### config.mk
export PLATFORM = sky130hd
export DESIGN_NAME = vpps_seq
export DESIGN_NICKNAME = d
export VERILOG_FILES = /design/src/hdl/vpps_pkg.sv /design/src/hdl/vpps_seq.sv
export SDC_FILE = /design/constraint.sdc
export NUM_CORES = 1
export LEC_CHECK = 0
export BUFFER_PORTS_ARGS = -buffer_cell sky130_fd_sc_hd__buf_2
export CAP_MARGIN = 20
export CORE_UTILIZATION = 51
export DETAILED_ROUTE_END_ITERATION = 10
export PLACE_DENSITY = 0.76
export SLEW_MARGIN = 20
export SYNTH_ARGS = -nofsm -noshare
export SYNTH_HDL_FRONTEND = slang
export SYNTH_SLANG_ARGS = --single-unit
### constraint.sdc
create_clock -name aclk -period 2.6 [get_ports aclk]
set_clock_uncertainty 0.1 [all_clocks]
set_input_delay 0.39 -clock aclk [delete_from_list [all_inputs] [get_ports aclk]]
set_output_delay 0.39 -clock aclk [all_outputs]
set_load 0.02 [all_outputs]
### src/hdl/vpps_pkg.sv
// Shared types, constants, saturation helpers and microcode ROM of the velocity PID step.
`default_nettype none

package vpps_pkg;

    localparam int WORD_BITS      = 32;
    localparam int FRAC_BITS      = 16;
    localparam int PERIOD_FRAC    = 16;
    localparam int INTEG_BITS     = 48;
    localparam int TICK_BITS      = 20;
    localparam int PERIOD_BITS    = 16;
    localparam int GAIN_BITS      = 32;
    localparam int CFG_DATA_BITS  = 32;
    localparam int CFG_INDEX_BITS = 3;

    // Multiplier: signed operand one bit wider than the integral, magnitude times a 32-bit gain
    localparam int OPND_BITS = INTEG_BITS + 1;
    localparam int MAG_BITS  = INTEG_BITS;
    localparam int HALF_BITS = GAIN_BITS;
    localparam int PROD_BITS = 2 * HALF_BITS;
    localparam int ACC_BITS  = MAG_BITS + GAIN_BITS;
    localparam int SUM_BITS  = INTEG_BITS + 2;
    localparam int DV_BITS   = WORD_BITS + 2;

    localparam logic [TICK_BITS-1:0] TICK_MAX = '1;

    localparam logic signed [WORD_BITS-1:0] WORD_MAX = {1'b0, {(WORD_BITS-1){1'b1}}};
    localparam logic signed [WORD_BITS-1:0] WORD_MIN = {1'b1, {(WORD_BITS-1){1'b0}}};
    localparam logic [MAG_BITS-1:0] MAG_WORD_POS =
        (MAG_BITS'(1) << (WORD_BITS - 1)) - MAG_BITS'(1);
    localparam logic [MAG_BITS-1:0] MAG_WORD_NEG = MAG_BITS'(1) << (WORD_BITS - 1);

    // Program layout: two subtract steps, six multiply blocks, one delivery step
    localparam int MUL_LEN  = 6;
    localparam int PH_LOAD  = 0;
    localparam int PH_MLO   = 1;
    localparam int PH_MHI   = 2;
    localparam int PH_ACC   = 3;
    localparam int PH_RND   = 4;
    localparam int PH_WB    = 5;
    localparam int S_ESUB   = 0;
    localparam int S_DESUB  = 1;
    localparam int S_INT    = 2;
    localparam int S_ACCEL  = S_INT + MUL_LEN;
    localparam int S_PTERM  = S_ACCEL + MUL_LEN;
    localparam int S_ITERM  = S_PTERM + MUL_LEN;
    localparam int S_DTERM  = S_ITERM + MUL_LEN;
    localparam int S_CMD    = S_DTERM + MUL_LEN;
    localparam int S_DONE   = S_CMD + MUL_LEN;
    localparam int UCODE_LEN = S_DONE + 1;
    localparam int STEP_BITS = $clog2(UCODE_LEN);

    typedef enum logic {
        CMD_TICK  = 1'b0,
        CMD_START = 1'b1
    } cmd_t;

    typedef enum logic [CFG_INDEX_BITS-1:0] {
        CFG_REF_LEVEL,
        CFG_HOLD_END,
        CFG_STOP,
        CFG_GAIN_P,
        CFG_GAIN_I,
        CFG_GAIN_D,
        CFG_PERIOD,
        CFG_INV_PERIOD
    } cfg_idx_t;

    typedef enum logic [3:0] {
        OP_NOP,
        OP_ESUB,
        OP_DESUB,
        OP_LOAD,
        OP_MLO,
        OP_MHI,
        OP_ACC,
        OP_RND,
        OP_WB,
        OP_DONE
    } uop_t;

    typedef enum logic [2:0] {
        SRC_E,
        SRC_VDIFF,
        SRC_INTEG,
        SRC_DE,
        SRC_DV
    } src_t;

    typedef enum logic [2:0] {
        G_PERIOD,
        G_INV,
        G_P,
        G_I,
        G_D
    } gsel_t;

    typedef enum logic {
        SH_FRAC,
        SH_PERIOD
    } shsel_t;

    typedef enum logic [2:0] {
        DST_INTEG,
        DST_ACCEL,
        DST_DVSET,
        DST_DVADD,
        DST_CMD
    } dst_t;

    typedef struct packed {
        uop_t                 op;
        src_t                 src;
        gsel_t                gsel;
        shsel_t               sh;
        dst_t                 dst;
        logic                 jnarrow;
        logic [STEP_BITS-1:0] target;
    } ctrl_t;

    typedef ctrl_t [UCODE_LEN-1:0] ucode_t;

    localparam ctrl_t CTRL_IDLE = '0;

    typedef struct packed {
        logic signed [WORD_BITS-1:0] ref_level;
        logic [TICK_BITS-1:0]        hold_end;
        logic [TICK_BITS-1:0]        stop;
        logic [GAIN_BITS-1:0]        gain_p;
        logic [GAIN_BITS-1:0]        gain_i;
        logic [GAIN_BITS-1:0]        gain_d;
        logic [PERIOD_BITS-1:0]      period;
        logic [GAIN_BITS-1:0]        inv_period;
    } cfg_t;

    localparam cfg_t CFG_RESET = '{
        ref_level:  32'sd131072,
        hold_end:   20'd6000,
        stop:       20'd7000,
        gain_p:     32'd58982400,
        gain_i:     32'd0,
        gain_d:     32'd0,
        period:     16'd655,
        inv_period: 32'd6553600
    };

    function automatic logic signed [WORD_BITS-1:0] sat_word(
        input logic signed [SUM_BITS-1:0] x
    );
        logic [SUM_BITS-WORD_BITS:0] upper;
        upper = x[SUM_BITS-1:WORD_BITS-1];
        if (upper == '0 || upper == '1) begin
            return x[WORD_BITS-1:0];
        end else if (x[SUM_BITS-1]) begin
            return WORD_MIN;
        end else begin
            return WORD_MAX;
        end
    endfunction

    function automatic logic signed [INTEG_BITS-1:0] sat_integ(
        input logic signed [SUM_BITS-1:0] x
    );
        logic [SUM_BITS-INTEG_BITS:0] upper;
        upper = x[SUM_BITS-1:INTEG_BITS-1];
        if (upper == '0 || upper == '1) begin
            return x[INTEG_BITS-1:0];
        end else if (x[SUM_BITS-1]) begin
            return {1'b1, {(INTEG_BITS-1){1'b0}}};
        end else begin
            return {1'b0, {(INTEG_BITS-1){1'b1}}};
        end
    endfunction

    // Saturate a sign and magnitude pair to a word
    function automatic logic signed [WORD_BITS-1:0] sat_mag_word(
        input logic                neg,
        input logic [MAG_BITS-1:0] q
    );
        logic [WORD_BITS-1:0] low;
        low = q[WORD_BITS-1:0];
        if (!neg) begin
            return (q > MAG_WORD_POS) ? WORD_MAX : low;
        end else begin
            return (q > MAG_WORD_NEG) ? WORD_MIN : (~low) + WORD_BITS'(1);
        end
    endfunction

    function automatic ucode_t mul_block(
        input ucode_t u_in,
        input int     base,
        input src_t   s,
        input gsel_t  g,
        input shsel_t sh,
        input dst_t   d
    );
        ucode_t u;
        u = u_in;
        u[base + PH_LOAD].op      = OP_LOAD;
        u[base + PH_LOAD].src     = s;
        u[base + PH_LOAD].gsel    = g;
        u[base + PH_MLO].op       = OP_MLO;
        u[base + PH_MHI].op       = OP_MHI;
        u[base + PH_MHI].jnarrow  = 1'b1;
        u[base + PH_MHI].target   = STEP_BITS'(base + PH_RND);
        u[base + PH_ACC].op       = OP_ACC;
        u[base + PH_RND].op       = OP_RND;
        u[base + PH_RND].sh       = sh;
        u[base + PH_WB].op        = OP_WB;
        u[base + PH_WB].dst       = d;
        return u;
    endfunction

    function automatic ucode_t build_ucode();
        ucode_t u;
        u = '0;
        u[S_ESUB].op  = OP_ESUB;
        u[S_DESUB].op = OP_DESUB;
        u = mul_block(u, S_INT,   SRC_E,     G_PERIOD, SH_PERIOD, DST_INTEG);
        u = mul_block(u, S_ACCEL, SRC_VDIFF, G_INV,    SH_FRAC,   DST_ACCEL);
        u = mul_block(u, S_PTERM, SRC_E,     G_P,      SH_FRAC,   DST_DVSET);
        u = mul_block(u, S_ITERM, SRC_INTEG, G_I,      SH_FRAC,   DST_DVADD);
        u = mul_block(u, S_DTERM, SRC_DE,    G_D,      SH_FRAC,   DST_DVADD);
        u = mul_block(u, S_CMD,   SRC_DV,    G_PERIOD, SH_PERIOD, DST_CMD);
        u[S_DONE].op  = OP_DONE;
        return u;
    endfunction

    localparam ucode_t UCODE = build_ucode();

endpackage

`default_nettype wire

### src/hdl/vpps_seq.sv
// Microcode sequencer: step counter, program ROM and conditional jump.
`default_nettype none

module vpps_seq
    import vpps_pkg::*;
(
    input  wire logic  aclk,
    input  wire logic  aresetn,
    input  wire logic  start,
    input  wire logic  narrow,
    input  wire logic  hold,
    output ctrl_t      ctrl,
    output logic       busy
);

    logic                 run_reg, run_next;
    logic [STEP_BITS-1:0] step_reg, step_next;
    ctrl_t                word;

    assign word = UCODE[step_reg];
    assign ctrl = run_reg ? word : CTRL_IDLE;
    assign busy = run_reg;

    always_comb begin
        run_next  = run_reg;
        step_next = step_reg;
        if (!run_reg) begin
            if (start) begin
                run_next  = 1'b1;
                step_next = '0;
            end
        end else if (word.op == OP_DONE) begin
            // stay on the delivery step until the output register is free
            if (!hold) begin
                run_next = 1'b0;
            end
        end else if (word.jnarrow && narrow) begin
            step_next = word.target;
        end else begin
            step_next = step_reg + 1'b1;
        end
    end

    always_ff @(posedge aclk) begin
        if (!aresetn) begin
            run_reg  <= 1'b0;
            step_reg <= '0;
        end else begin
            run_reg  <= run_next;
            step_reg <= step_next;
        end
    end

endmodule

`default_nettype wire

[Yosys cells after proc, flatten, opt, wreduce, memory -nomap -nowiden]
Memories as Yosys holds them, arrays and structs flattened. A register that Yosys moved wholly into a read port is not among the register bits.
Index checks and enable logic that the tools add are counted.
Widths: inputs -> output; s select.
Storage, ports and cells
  memories: 1
  bits of input ports: 5
  output and inout bits: 22
  bits in read-only memories: 1344
  logic and storage cells: 22
  register bits: 7
Cells by class
  $lt $le $gt $ge: 1
  reductions and logical operators: 3
  add/sub/neg operators: 1
  eq/ne operators: 2
  multiplexer cells: 12
Memories
  (name not given): depth 64, bits a word 21, rd ports 1, clocked after Yosys merged registers in 1, write ports 0, RTL line vpps_seq.sv:20  | assign word = UCODE[step_reg];
Operator list (number)
  $mux 21: 2
  $mux 6: 6
  $lt 6x7->1 const B: 1
  $add 6x1->6 const B: 1
  $eq 4x4->1 const B: 1
  $mux 1: 4
  $ne 2x2->1 const B: 1
  $reduce_and 2->1: 1
  $reduce_bool 2->1: 1
  $logic_and 1x1->1: 1

[Logic depth before layout (Yosys ltp)]
  word-level depth: 8
  mapped depth: 12
  depth with buffers taken out: 11

[Least setup slack after synthesis]
OpenSTA, ideal clock, no wires.
  path type: flip-flop to flip-flop
  start point: reg, netlist name word[18]
  end point: reg, netlist name word[19]
  library setup time: 0.120 ns
  clock period less this slack: 2.694 ns
  cell stages (with the launch flop): 8
  path slack: -0.094 ns
  data arrival time: 2.475 ns
  cells stage by stage: dfxtp_1 nand4bb_4 and2_4 o32ai_1 ha_1 a221oi_1 and3b_1 o31a_1

==> results.sh <==
export IMPL_rrSetupSlack_ns=0.06
export IMPL_final_cells=295
export IMPL_start_util=0.531
export IMPL_worstMarginPinSlew_ns=0.727
export IMPL_setup_ws_ns=0.0630
export IMPL_antenna_diode_count=0
export IMPL_drv_slew=0
export IMPL_synth_area_leaders="dfxtp_1, and2_1, ha_1"
export IMPL_max_vdd_ir_drop_mv=0.167
export IMPL_startpoint="word[18]"
export IMPL_worstPathMaxFanout=7
export IMPL_drive_gt1_frac=0.277
export IMPL_die_area_um2=3710
export IMPL_fmax_ghz=0.394
export IMPL_pre_cts_slack_ns=0.0340
export IMPL_coreArea_um2=3340
export IMPL_vias_per_cell=6.02
export IMPL_clkTransAtPathRegs_ns=0.15
export IMPL_syn_num_nets=224
export IMPL_chipHeight_um=60.9
export IMPL_fin_nets=263
export IMPL_grt_antenna_before_repair=0
export IMPL_yosysTopAreaCellShare=0.305
export IMPL_ys_warn_count=0
export IMPL_p_comb_frac=0.203
export IMPL_grt_pass1_wl_um=7410
export IMPL_p_int_w=0.000547
export IMPL_largest_register_ffs=20
export IMPL_status="finished, final reports clean"
export IMPL_avgSynthCellArea_um2=8.40
export IMPL_ys_ff_latch=27
export IMPL_clock_sinks=27
export IMPL_r2r_start="word[18]"
export IMPL_antenna_left=0
export IMPL_cts_inserted_buffers=3
export IMPL_insertion_delay_ns=0.34
export IMPL_ioPinCount=27
export IMPL_grt_overflow=0
export IMPL_drc=0
export IMPL_syn_to_final_growth_pct=19.4
export IMPL_finalWirelength_um=4760
export IMPL_cp_end_kind="flip-flop"
export IMPL_port_buffers=25
export IMPL_yosysSeqAreaShare=0.305
export IMPL_place_inst=291
export IMPL_postCtsSetupBuffers=0
export IMPL_grt_max_degree=17
export IMPL_h_tree_depth=1
export IMPL_routabilityCongestion=0.931
export IMPL_crit_type="flip-flop to flip-flop"
export IMPL_timing_hold_ws_ns=0.211
export IMPL_crit_path_start_kind="flip-flop"
export IMPL_dp_hpwl_um=3460
export IMPL_leakage_nw=0.974
export IMPL_die_w_um=60.9
export IMPL_synth_edf_count=0
export IMPL_drv_cap=0
export IMPL_clk_path_buf_depth=2
export IMPL_switching_share=0.304
export IMPL_r2r_cells=8
export IMPL_finalHoldViolCount=0
export IMPL_ys_flop_type="dfxtp_1"
export IMPL_whs_path_depth=3
export IMPL_synth_top_area_cell="dfxtp_1"
export IMPL_cp_required_ns=2.74
export IMPL_min_period_ns=2.54
export IMPL_slew_limit_headroom=0.516
export IMPL_grt_pass1_vias=1515
export IMPL_netlist_instances=211
export IMPL_drt_iter0_markers=138
export IMPL_synth_area_um2=1770
export IMPL_grt_usage=0.276
export IMPL_r2r_end="word[3]"
export IMPL_rsz0062_at_grt="no"
export IMPL_critical_path_endpoint="word[3]"
export IMPL_cts_tree="done"
export IMPL_finalCritPeriodShare=0.976
export IMPL_cp_arrival_ns=2.67
export IMPL_p_per_area_nw_per_um2=372
export IMPL_vias=1775
export IMPL_cts_root_buf="clkbuf_4"
export IMPL_fp_row_count=21
export IMPL_synth_async_sr_flop_share=0
export IMPL_pwr_share_clk=0.246
export IMPL_final_setup_tns_ns=0
export IMPL_first_pass_iters=4
export IMPL_p_seq_frac=0.550
export IMPL_yosysUniqueCellTypes=58
export IMPL_setup_viol=0
export IMPL_power_w=0.000786
export IMPL_switching_power_w=0.000239
export IMPL_wl_per_cell_um=16.1
export IMPL_worstHoldPathType="input port to flip-flop"
-- critical path: stages, from the launching register on --
cell	delay, ns
dfxtp_1	0.36
nand4bb_4	0.27
and2_4	0.23
o32ai_4	0.39
inv_1	0.16
ha_1	0.34
mux2_1	0.35
a2bb2oi_1	0.17
nor3_1	0.07
-- worst min path at each step --
stage,from,end,slack [ns]
after global routing,hold,busy,0.22
final,hold,busy,0.21
after CTS,hold,busy,0.21
after global placement,busy,busy,0.48
after detailed placement,busy,busy,0.50
after floorplan,step_reg[0],step_reg[0],0.43
-- stage by stage --
step / area (µm²) / utilization
2_1_floorplan: 1780 / -
3_3_place_gp: 2060 / 0.616
3_5_place_dp: 2060 / 0.616
4_1_cts: 2090 / 0.625
5_1_grt: 2110 / 0.634
6_report: 2110 / 0.634
-- final cells by class --
cell class	count	area, µm²
Fill cell	305	1220
Sequential cell	27	542
Clock inverter	1	7.51
Multi-Input combinational cell	158	1140
Timing Repair Buffer	48	298
Tap cell	46	57.6
Clock buffer	3	22.5
Inverter	12	45.0
-- layout by cell type (no fill, tap or decap), types with 3 or more instances in the layout --
| cell type | count |
|---|---|
| o211ai_1 | 3 |
| clkbuf_4 | 3 |
| a32o_1 | 3 |
| a211oi_1 | 3 |
| nor2_1 | 9 |
| nand2_1 | 23 |
| mux2i_1 | 3 |
| nor3_1 | 7 |
| buf_4 | 23 |
| ha_1 | 7 |
| a21oi_1 | 6 |
| nand3_1 | 5 |
| a22o_1 | 3 |
| and3_1 | 7 |
| o21ai_0 | 3 |
| and2_1 | 22 |
| inv_1 | 10 |
| buf_2 | 25 |
| dfxtp_1 | 26 |
| a31oi_1 | 3 |
-- power groups by stage --
| stage | logic [W] | registers (W) | clock network, W |
|---|---|---|---|
| 3_5_place_dp | 0.000151 | 0.000441 | 0 |
| 6_report | 0.000160 | 0.000433 | 0.000193 |
| 2_1_floorplan | 0.0000993 | 0.000438 | 0 |
| 3_3_place_gp | 0.000149 | 0.000440 | 0 |
| 5_1_grt | 0.000175 | 0.000434 | 0.000217 |
| 4_1_cts | 0.000152 | 0.000432 | 0.000197 |
-- cells by family (layout without fill, tap and decap cells) --
family | Yosys count | count (layout) | share of synthesized area
AND/OR/NAND/NOR | 86 | 86 | 0.266
other | 1 | 1 | 0.00212
flip-flops | 27 | 27 | 0.305
adder cells (fa/ha/maj) | 8 | 8 | 0.0565
XOR/XNOR | 1 | 1 | 0.00494
AO/OA/AOI/OAI | 58 | 58 | 0.273
buffers and inverters | 26 | 64 | 0.0699
multiplexers | 4 | 4 | 0.0233
-- Yosys cell counts, types with 4 or more instances --
cell type  instances
a21oi_1            6
and2_1            23
and3_1             7
buf_2              6
clkbuf_1           4
dfxtp_1           27
ha_1               8
inv_1             10
nand2_1           24
nand3_1            5
nor2_1             9
nor3_1             7
-- routing by layer --
| metal | vias to the layer above | share of wire | global-route usage |
|---|---|---|---|
| met1 | 816 | 0.45 | 0.382 |
| met5 | - | 0 | 0 |
| met4 | 0 | 0.022 | 0.114 |
| met2 | 99 | 0.47 | 0.440 |
| li1 | 851 | - | - |
| met3 | 9 | 0.061 | 0.0277 |
-- repair_timing --
item,CTS,global route
endpoints found under the setup margin,0,8
hold buffers,0,0
gates resized for setup,0,6
Power figures use the tool's default switching activity.
