`src/hdl/vpps_pkg.sv`:
```
// Shared types, constants, saturation helpers and microcode ROM of the velocity PID step.
`default_nettype none

package vpps_pkg;

    localparam int WORD_BITS      = 32;
    localparam int FRAC_BITS      = 16;
    localparam int PERIOD_FRAC    = 16;
    localparam int INTEG_BITS     = 48;
    localparam int TICK_BITS      = 20;
    localparam int PERIOD_BITS    = 16;
    localparam int GAIN_BITS      = 32;
    localparam int CFG_DATA_BITS  = 32;
    localparam int CFG_INDEX_BITS = 3;

    // Multiplier: signed operand one bit wider than the integral, magnitude times a 32-bit gain
    localparam int OPND_BITS = INTEG_BITS + 1;
    localparam int MAG_BITS  = INTEG_BITS;
    localparam int HALF_BITS = GAIN_BITS;
    localparam int PROD_BITS = 2 * HALF_BITS;
    localparam int ACC_BITS  = MAG_BITS + GAIN_BITS;
    localparam int SUM_BITS  = INTEG_BITS + 2;
    localparam int DV_BITS   = WORD_BITS + 2;

    localparam logic [TICK_BITS-1:0] TICK_MAX = '1;

    localparam logic signed [WORD_BITS-1:0] WORD_MAX = {1'b0, {(WORD_BITS-1){1'b1}}};
    localparam logic signed [WORD_BITS-1:0] WORD_MIN = {1'b1, {(WORD_BITS-1){1'b0}}};
    localparam logic [MAG_BITS-1:0] MAG_WORD_POS =
        (MAG_BITS'(1) << (WORD_BITS - 1)) - MAG_BITS'(1);
    localparam logic [MAG_BITS-1:0] MAG_WORD_NEG = MAG_BITS'(1) << (WORD_BITS - 1);

    // Program layout: two subtract steps, six multiply blocks, one delivery step
    localparam int MUL_LEN  = 6;
    localparam int PH_LOAD  = 0;
    localparam int PH_MLO   = 1;
    localparam int PH_MHI   = 2;
    localparam int PH_ACC   = 3;
    localparam int PH_RND   = 4;
    localparam int PH_WB    = 5;
    localparam int S_ESUB   = 0;
    localparam int S_DESUB  = 1;
    localparam int S_INT    = 2;
    localparam int S_ACCEL  = S_INT + MUL_LEN;
    localparam int S_PTERM  = S_ACCEL + MUL_LEN;
    localparam int S_ITERM  = S_PTERM + MUL_LEN;
    localparam int S_DTERM  = S_ITERM + MUL_LEN;
    localparam int S_CMD    = S_DTERM + MUL_LEN;
    localparam int S_DONE   = S_CMD + MUL_LEN;
    localparam int UCODE_LEN = S_DONE + 1;
    localparam int STEP_BITS = $clog2(UCODE_LEN);

    typedef enum logic {
        CMD_TICK  = 1'b0,
        CMD_START = 1'b1
    } cmd_t;

    typedef enum logic [CFG_INDEX_BITS-1:0] {
        CFG_REF_LEVEL,
        CFG_HOLD_END,
        CFG_STOP,
        CFG_GAIN_P,
        CFG_GAIN_I,
        CFG_GAIN_D,
        CFG_PERIOD,
        CFG_INV_PERIOD
    } cfg_idx_t;

    typedef enum logic [3:0] {
        OP_NOP,
        OP_ESUB,
        OP_DESUB,
        OP_LOAD,
        OP_MLO,
        OP_MHI,
        OP_ACC,
        OP_RND,
        OP_WB,
        OP_DONE
    } uop_t;

    typedef enum logic [2:0] {
        SRC_E,
        SRC_VDIFF,
        SRC_INTEG,
        SRC_DE,
        SRC_DV
    } src_t;

    typedef enum logic [2:0] {
        G_PERIOD,
        G_INV,
        G_P,
        G_I,
        G_D
    } gsel_t;

    typedef enum logic {
        SH_FRAC,
        SH_PERIOD
    } shsel_t;

    typedef enum logic [2:0] {
        DST_INTEG,
        DST_ACCEL,
        DST_DVSET,
        DST_DVADD,
        DST_CMD
    } dst_t;

    typedef struct packed {
        uop_t                 op;
        src_t                 src;
        gsel_t                gsel;
        shsel_t               sh;
        dst_t                 dst;
        logic                 jnarrow;
        logic [STEP_BITS-1:0] target;
    } ctrl_t;

    typedef ctrl_t [UCODE_LEN-1:0] ucode_t;

    localparam ctrl_t CTRL_IDLE = '0;

    typedef struct packed {
        logic signed [WORD_BITS-1:0] ref_level;
        logic [TICK_BITS-1:0]        hold_end;
        logic [TICK_BITS-1:0]        stop;
        logic [GAIN_BITS-1:0]        gain_p;
        logic [GAIN_BITS-1:0]        gain_i;
        logic [GAIN_BITS-1:0]        gain_d;
        logic [PERIOD_BITS-1:0]      period;
        logic [GAIN_BITS-1:0]        inv_period;
    } cfg_t;

    localparam cfg_t CFG_RESET = '{
        ref_level:  32'sd131072,
        hold_end:   20'd6000,
        stop:       20'd7000,
        gain_p:     32'd58982400,
        gain_i:     32'd0,
        gain_d:     32'd0,
        period:     16'd655,
        inv_period: 32'd6553600
    };

    function automatic logic signed [WORD_BITS-1:0] sat_word(
        input logic signed [SUM_BITS-1:0] x
    );
        logic [SUM_BITS-WORD_BITS:0] upper;
        upper = x[SUM_BITS-1:WORD_BITS-1];
        if (upper == '0 || upper == '1) begin
            return x[WORD_BITS-1:0];
        end else if (x[SUM_BITS-1]) begin
            return WORD_MIN;
        end else begin
            return WORD_MAX;
        end
    endfunction

    function automatic logic signed [INTEG_BITS-1:0] sat_integ(
        input logic signed [SUM_BITS-1:0] x
    );
        logic [SUM_BITS-INTEG_BITS:0] upper;
        upper = x[SUM_BITS-1:INTEG_BITS-1];
        if (upper == '0 || upper == '1) begin
            return x[INTEG_BITS-1:0];
        end else if (x[SUM_BITS-1]) begin
            return {1'b1, {(INTEG_BITS-1){1'b0}}};
        end else begin
            return {1'b0, {(INTEG_BITS-1){1'b1}}};
        end
    endfunction

    // Saturate a sign and magnitude pair to a word
    function automatic logic signed [WORD_BITS-1:0] sat_mag_word(
        input logic                neg,
        input logic [MAG_BITS-1:0] q
    );
        logic [WORD_BITS-1:0] low;
        low = q[WORD_BITS-1:0];
        if (!neg) begin
            return (q > MAG_WORD_POS) ? WORD_MAX : low;
        end else begin
            return (q > MAG_WORD_NEG) ? WORD_MIN : (~low) + WORD_BITS'(1);
        end
    endfunction

    function automatic ucode_t mul_block(
        input ucode_t u_in,
        input int     base,
        input src_t   s,
        input gsel_t  g,
        input shsel_t sh,
        input dst_t   d
    );
        ucode_t u;
        u = u_in;
        u[base + PH_LOAD].op      = OP_LOAD;
        u[base + PH_LOAD].src     = s;
        u[base + PH_LOAD].gsel    = g;
        u[base + PH_MLO].op       = OP_MLO;
        u[base + PH_MHI].op       = OP_MHI;
        u[base + PH_MHI].jnarrow  = 1'b1;
        u[base + PH_MHI].target   = STEP_BITS'(base + PH_RND);
        u[base + PH_ACC].op       = OP_ACC;
        u[base + PH_RND].op       = OP_RND;
        u[base + PH_RND].sh       = sh;
        u[base + PH_WB].op        = OP_WB;
        u[base + PH_WB].dst       = d;
        return u;
    endfunction

    function automatic ucode_t build_ucode();
        ucode_t u;
        u = '0;
        u[S_ESUB].op  = OP_ESUB;
        u[S_DESUB].op = OP_DESUB;
        u = mul_block(u, S_INT,   SRC_E,     G_PERIOD, SH_PERIOD, DST_INTEG);
        u = mul_block(u, S_ACCEL, SRC_VDIFF, G_INV,    SH_FRAC,   DST_ACCEL);
        u = mul_block(u, S_PTERM, SRC_E,     G_P,      SH_FRAC,   DST_DVSET);
        u = mul_block(u, S_ITERM, SRC_INTEG, G_I,      SH_FRAC,   DST_DVADD);
        u = mul_block(u, S_DTERM, SRC_DE,    G_D,      SH_FRAC,   DST_DVADD);
        u = mul_block(u, S_CMD,   SRC_DV,    G_PERIOD, SH_PERIOD, DST_CMD);
        u[S_DONE].op  = OP_DONE;
        return u;
    endfunction

    localparam ucode_t UCODE = build_ucode();

endpackage

`default_nettype wire

```
`src/hdl/vpps_mul.sv`:
```
// Shared multiply unit: sign-magnitude 48 x 32 product in two halves, rounding and clipping.
`default_nettype none

module vpps_mul
    import vpps_pkg::*;
(
    input  wire logic                        aclk,
    input  wire ctrl_t                       ctrl,
    input  wire logic signed [OPND_BITS-1:0] operand,
    input  wire logic [GAIN_BITS-1:0]        gain,
    output logic                             narrow,
    output logic                             neg,
    output logic [MAG_BITS-1:0]              q
);

    localparam logic [ACC_BITS:0] RND_FRAC   = (ACC_BITS+1)'(1) << (FRAC_BITS - 1);
    localparam logic [ACC_BITS:0] RND_PERIOD = (ACC_BITS+1)'(1) << (PERIOD_FRAC - 1);

    logic                  neg_reg, neg_next;
    logic [MAG_BITS-1:0]   mag_reg, mag_next;
    logic [MAG_BITS-1:0]   q_reg, q_next;
    logic [GAIN_BITS-1:0]  gain_reg, gain_next;
    logic [PROD_BITS-1:0]  prod_reg, prod_next;
    logic [ACC_BITS-1:0]   acc_reg, acc_next;
    logic [OPND_BITS-1:0]  opnd_abs;
    logic [HALF_BITS-1:0]  mul_a;
    logic [PROD_BITS-1:0]  product;
    logic [ACC_BITS:0]     rnd;
    logic [ACC_BITS:0]     shifted;

    assign narrow = ~|mag_reg[MAG_BITS-1:HALF_BITS];
    assign neg    = neg_reg;
    assign q      = q_reg;

    // low half of the magnitude first, high half on the following step
    assign mul_a   = (ctrl.op == OP_MHI) ? HALF_BITS'(mag_reg[MAG_BITS-1:HALF_BITS])
                                         : mag_reg[HALF_BITS-1:0];
    assign product = mul_a * gain_reg;

    always_comb begin
        opnd_abs = operand[OPND_BITS-1] ? (~operand) + OPND_BITS'(1) : operand;
        rnd      = {1'b0, acc_reg} + ((ctrl.sh == SH_FRAC) ? RND_FRAC : RND_PERIOD);
        shifted  = (ctrl.sh == SH_FRAC) ? (rnd >> FRAC_BITS) : (rnd >> PERIOD_FRAC);
    end

    always_comb begin
        neg_next  = neg_reg;
        mag_next  = mag_reg;
        gain_next = gain_reg;
        prod_next = prod_reg;
        acc_next  = acc_reg;
        q_next    = q_reg;
        unique case (ctrl.op)
            OP_LOAD: begin
                neg_next  = operand[OPND_BITS-1];
                mag_next  = opnd_abs[MAG_BITS-1:0];
                gain_next = gain;
            end
            OP_MLO: begin
                prod_next = product;
            end
            OP_MHI: begin
                acc_next  = ACC_BITS'(prod_reg);
                prod_next = product;
            end
            OP_ACC: begin
                acc_next = acc_reg + {prod_reg[ACC_BITS-HALF_BITS-1:0], {HALF_BITS{1'b0}}};
            end
            OP_RND: begin
                // clip to the largest magnitude; every consumer saturates below it
                q_next = (|shifted[ACC_BITS:MAG_BITS]) ? '1 : shifted[MAG_BITS-1:0];
            end
            default: begin
            end
        endcase
    end

    always_ff @(posedge aclk) begin
        neg_reg  <= neg_next;
        mag_reg  <= mag_next;
        gain_reg <= gain_next;
        prod_reg <= prod_next;
        acc_reg  <= acc_next;
        q_reg    <= q_next;
    end

endmodule

`default_nettype wire

```
`config.mk`:
```
export PLATFORM = sky130hd
export DESIGN_NAME = vpps_mul
export DESIGN_NICKNAME = d
export VERILOG_FILES = /design/src/hdl/vpps_pkg.sv /design/src/hdl/vpps_mul.sv
export SDC_FILE = /design/constraint.sdc
export NUM_CORES = 2
export LEC_CHECK = 0
export ABC_AREA = 1
export BUFFER_PORTS_ARGS = -buffer_cell sky130_fd_sc_hd__buf_2
export CAP_MARGIN = 20
export CORE_ASPECT_RATIO = 0.7
export CORE_MARGIN = 5
export CORE_UTILIZATION = 40
export CTS_BUF_LIST = sky130_fd_sc_hd__clkbuf_4 sky130_fd_sc_hd__clkbuf_8
export DETAILED_ROUTE_END_ITERATION = 8
export GPL_TIMING_DRIVEN = 1
export PLACE_DENSITY_LB_ADDON = 0.3
export SLEW_MARGIN = 20
export SYNTH_ARGS = -nofsm -noshare
export SYNTH_HDL_FRONTEND = slang
export SYNTH_SLANG_ARGS = --single-unit
```
`constraint.sdc`:
```
create_clock -name aclk -period 15.3 [get_ports aclk]
set_clock_uncertainty 0.15 [all_clocks]
set_input_delay 1.53 -clock aclk [delete_from_list [all_inputs] [get_ports aclk]]
set_output_delay 1.53 -clock aclk [all_outputs]
set_load 0.005 [all_outputs]
```
* After elaboration in Yosys (flattened, before gate mapping)
Index checks and enable logic that the tools add are counted.
Word-level totals: bits in registers 273, bits of input ports 103, output and inout port bits 50, logic and storage cells 24
Cells by class: add/sub/neg operators 3, multiply operators 1, equality and inequality tests 5, multiplexer cells 3, bitwise gates (word level) 1, reduce and logical (&&, ||, !) cells 5
Operators with widths (number):
- $pmux W80 S2 | 1
- $add A80 B16 Y81 const B | 1
- $add A80 B80 Y80 | 1
- $mul A32 B32 Y64 | 1
- $add A48 B2 Y48 const B | 1
- $mux W48 | 1
- $not A48 Y48 | 1
- $mux W32 | 1
- $reduce_or A17 Y1 | 1
- $eq A4 B3 Y1 const B | 4
- $reduce_or A16 Y1 | 1
- $eq A4 B2 Y1 const B | 1
- $reduce_bool A2 Y1 | 1
- $reduce_or A2 Y1 | 1
- $logic_not A1 Y1 | 1

* Logic depth before layout (Yosys ltp)
depth after elaboration 3, mapped depth 41, depth with buffers taken out 39

* Least setup slack after synthesis
OpenSTA, ideal clock, no wires.
path kind input-to-reg, start point input ctrl[19] in the netlist's numbering, end point register prod_reg[46], data pin, setup time 0.252 ns, arrival 12.051 ns, required time 14.898 ns, setup slack 2.846 ns, stages 35, buffers on the path 2, cell sequence inv_1 -> nor2_1 -> inv_2 -> nor2_1 -> nand2_1 -> inv_2 -> clkbuf_1 -> or2_2 -> o21ai_0 -> inv_1 -> buf_2 -> nand2_1 -> fa_1 -> inv_1 -> fa_1 -> inv_1 -> fa_1 -> inv_1 -> fa_1 -> inv_1 -> fa_1 -> fa_1 -> fa_1 -> fa_1 -> inv_1 -> ha_1 -> nand2_1 -> nor2_1 -> inv_1 -> nor2_1 -> nand3_1 -> o21ai_0 -> nand2_1 -> nand3_1 -> nand2_1
Between the ends: word-level cells in the longest chain between the ends 3
RTL lines:
- from (decl) | RTL line vpps_mul.sv:8 | input wire ctrl_t ctrl,
- $eq A4 B3 Y1 | RTL line vpps_mul.sv:36 | assign mul_a = (ctrl.op == OP_MHI) ? HALF_BITS'(mag_reg[MAG_BITS-1:HALF_BITS])
- $mux W32 | RTL line vpps_mul.sv:36
- $mul A32 B32 Y64 | RTL line vpps_mul.sv:38 | assign product = mul_a * gain_reg;
- named net product[46] | RTL line vpps_mul.sv:27 | logic [PROD_BITS-1:0] product;
- to (signal assigned) | RTL line vpps_mul.sv:82 | prod_reg <= prod_next;
- to (decl) | RTL line vpps_mul.sv:23 | logic [PROD_BITS-1:0] prod_reg, prod_next;
The timed path passes the listed nets, and every way through them passes these cells. A chain may end at the register's enable or synchronous reset.

* Worst setup path after layout
start point input ctrl[19] in the netlist's numbering, end point register prod_reg[62], data pin
The elaborated chain is that of the path after synthesis.

==> impl_metrics.env <==
export IMPL_die_h_um=302
export IMPL_postSynthAreaPerCell_um2=8.14
export IMPL_overflow=0
export IMPL_row_count=107
export IMPL_drv_cap=0
export IMPL_ios=153
export IMPL_arrival_ns=11.15
export IMPL_tns_ns=0
export IMPL_area_delta_synth_final_pct=7.88
export IMPL_track_usage=0.284
export IMPL_rsz0062_at_grt="no"
export IMPL_cp_max_fo=33
export IMPL_route_detailed_drc=0
export IMPL_syn_area_um2=48600
export IMPL_syn_nets=7284
export IMPL_clk_latency_ns=0.77
export IMPL_drt_total_wl_um=180000
export IMPL_initialDrtViolationCount=4313
export IMPL_core_region_area_um2=121000
export IMPL_drtPass1Iterations=8
export IMPL_cts_made_buffers=47
export IMPL_final_max_slew_viol_count=0
export IMPL_hold_path_depth=2
export IMPL_grt_max_degree=65
export IMPL_end_kind="flop"
export IMPL_clkTransAtPathRegs_ns=0.06
export IMPL_cts_hold_buffers=0
export IMPL_startpoint_type="primary input"
export IMPL_cts_sinks=258
export IMPL_post_cts_resize_count=0
export IMPL_reg2reg_to="prod_reg[62]"
export IMPL_port_buffers=135
export IMPL_die_x_um=427
export IMPL_status="finished, final reports clean"
export IMPL_period_minus_slack_ns=10.82
export IMPL_root_buffer="clkbuf_8"
export IMPL_slew_headroom=0.183
export IMPL_cpLargestDelayFamily="adder cells"
export IMPL_min_from="prod_reg[58]"
export IMPL_ant_nets=0
export IMPL_start_util=0.401
export IMPL_grt_first_pass_wirelength_um=269000
export IMPL_synthDistinctLibCells=46
export IMPL_dieArea_um2=129000
export IMPL_tightestPinTransition_ns=1.21
export IMPL_clock_path_buffers=3
export IMPL_post_cts_buffers=0
export IMPL_setup_viol=0
export IMPL_cpPeakStageDelay_ns=0.75
export IMPL_synth_yosys_warnings=0
export IMPL_synth_sequential_area_ratio=0.159
export IMPL_slowest_stage="o21ai_1"
export IMPL_crit_buf_inv=12
export IMPL_critPathKind="in2reg"
export IMPL_final_hold_viol_count=0
export IMPL_antenna_found_initial=5
export IMPL_rr_startpoint="gain_reg[11]"
export IMPL_grt_pass1_vias=42200
export IMPL_cts_tree="done"
export IMPL_dp_hpwl_um=147000
export IMPL_clock_fmax_mhz=92.4
export IMPL_drive_gt1_frac=0.0631
export IMPL_holdCritPathClass="reg2reg"
export IMPL_postSynthCellCount=5972
export IMPL_regToRegSetupSlack_ns=5.90
export IMPL_post_route_period_util=0.707
export IMPL_largest_register_ffs=65
export IMPL_via_per_inst=5.31
export IMPL_finalNetCount=7359
export IMPL_yosys_register_bits=258
export IMPL_cp_required_ns=15.62
export IMPL_filler_cell_count=12300
export IMPL_htreeDepth=2
export IMPL_avgRoutedWirePerCell_um=23.3
export IMPL_final_cell_mix="1209 x inv_1, 1170 x nand2_1, 1039 x nor2_1, 897 x fa_1, 312 x ha_1"
export IMPL_num_vias=41000
export IMPL_layout_commonest_cell="inv_1"
export IMPL_worst_hold_path_endpoint="acc_reg[58]"
export IMPL_r2r_cells=24
export IMPL_gp_congestion=1.00
final cells by class:
| cell class | count | area (um2) | area share |
|---|---|---|---|
| antenna | 5 | 12.5 | 0.000239 |
| clock buffer | 57 | 722 | 0.0138 |
| clock inverter | 31 | 420 | 0.00801 |
| inverter | 1240 | 4650 | 0.0887 |
| multi-input combinational | 4281 | 35500 | 0.677 |
| sequential | 258 | 7750 | 0.148 |
| tap | 1635 | 2050 | 0.0390 |
| timing repair buffer | 219 | 1340 | 0.0255 |
cells by family after synthesis:
| family | Yosys count | synth area share |
|---|---|---|
| compound gates | 379 | 0.0419 |
| flops | 258 | 0.159 |
| fa+ha+maj | 1209 | 0.450 |
| buf+inv | 1433 | 0.112 |
| xor+xnor | 156 | 0.0281 |
| simple gates | 2537 | 0.209 |
worst max-delay path by stage:
| stage | from | end | slack (ns) | cells after the start |
|---|---|---|---|---|
| after global routing | ctrl[19] | prod_reg[62] | 4.27 | 35 |
| after detailed placement | ctrl[19] | prod_reg[62] | 3.79 | 35 |
| after CTS | ctrl[19] | prod_reg[62] | 4.57 | 35 |
| final | ctrl[19] | prod_reg[62] | 4.48 | 35 |
| after global placement | ctrl[19] | prod_reg[62] | 3.84 | 35 |
| after floorplan | ctrl[19] | prod_reg[46] | 2.85 | 35 |
per-stage QoR:
stage | cell area [um2] | std cells | util | setup WS, ns | hold WS (ns)
2_1_floorplan | 48600 | 5972 | - | 2.85 | 0.345
3_3_place_gp | 51300 | 7631 | 0.423 | 3.84 | 0.354
3_5_place_dp | 51300 | 7632 | 0.423 | 3.79 | 0.359
4_1_cts | 52400 | 7720 | 0.433 | 4.57 | 0.374
5_1_grt | 52400 | 7722 | 0.433 | 4.27 | 0.414
6_report | 52500 | 7726 | 0.433 | 4.48 | 0.370
synth_stat cells, drive strengths merged:
cell type / instances / area [um2]
nand4: 29 / 181
nand2: 1176 / 4430
ha: 312 / 3900
o21bai: 12 / 90.1
edfxtp: 258 / 7750
clkinv: 17 / 63.8
nor2b: 1 / 6.26
clkbuf: 164 / 616
o211ai: 8 / 60.1
o31ai: 1 / 7.51
inv: 1223 / 4590
o21ai: 161 / 821
and3: 2 / 12.5
nor4: 6 / 37.5
xnor2: 48 / 420
xor2: 108 / 946
nor3: 51 / 270
nand3b: 14 / 105
nand2b: 1 / 6.26
fa: 897 / 18000
a21boi: 7 / 52.6
o21a: 11 / 82.6
or2: 19 / 119
nand3: 176 / 931
nor2: 1054 / 4020
a31oi: 9 / 56.3
buf: 29 / 174
or4: 2 / 15.0
and2: 6 / 38.8
a21oi: 163 / 816
a21o: 7 / 52.6
layer usage:
metal	wire length (um)	up-vias	track usage	share of wire
met1	79000	20300	0.415	0.44
met4	6240	14	0.0858	0.035
li1	-	18100	-	-
met3	28200	317	0.133	0.16
met2	66200	2303	0.368	0.37
met5	236	-	0.0100	0.0013
worst reg2reg max path, cell delays in order, from the launching register on:
cell and delay (ns):
edfxtp_1 1.03, clkinv_1 1.01, nor2_1 0.39, fa_1 0.44, inv_1 0.08, fa_1 0.50
fa_1 0.59, fa_1 0.53, inv_1 0.06, fa_1 0.57, fa_1 0.44, fa_1 0.51
inv_1 0.05, fa_1 0.47, inv_1 0.04, ha_1 0.35, nand2_1 0.14, nor2_1 0.15
nor2_1 0.09, o21ai_0 0.66, a21oi_1 0.32, nor2_1 0.29, nor2_1 0.10, nand3_1 0.09
nand2_1 0.10
Power is not shown: default switching activity piles up to over one toggle a cycle in this logic, so the estimate is an artifact.
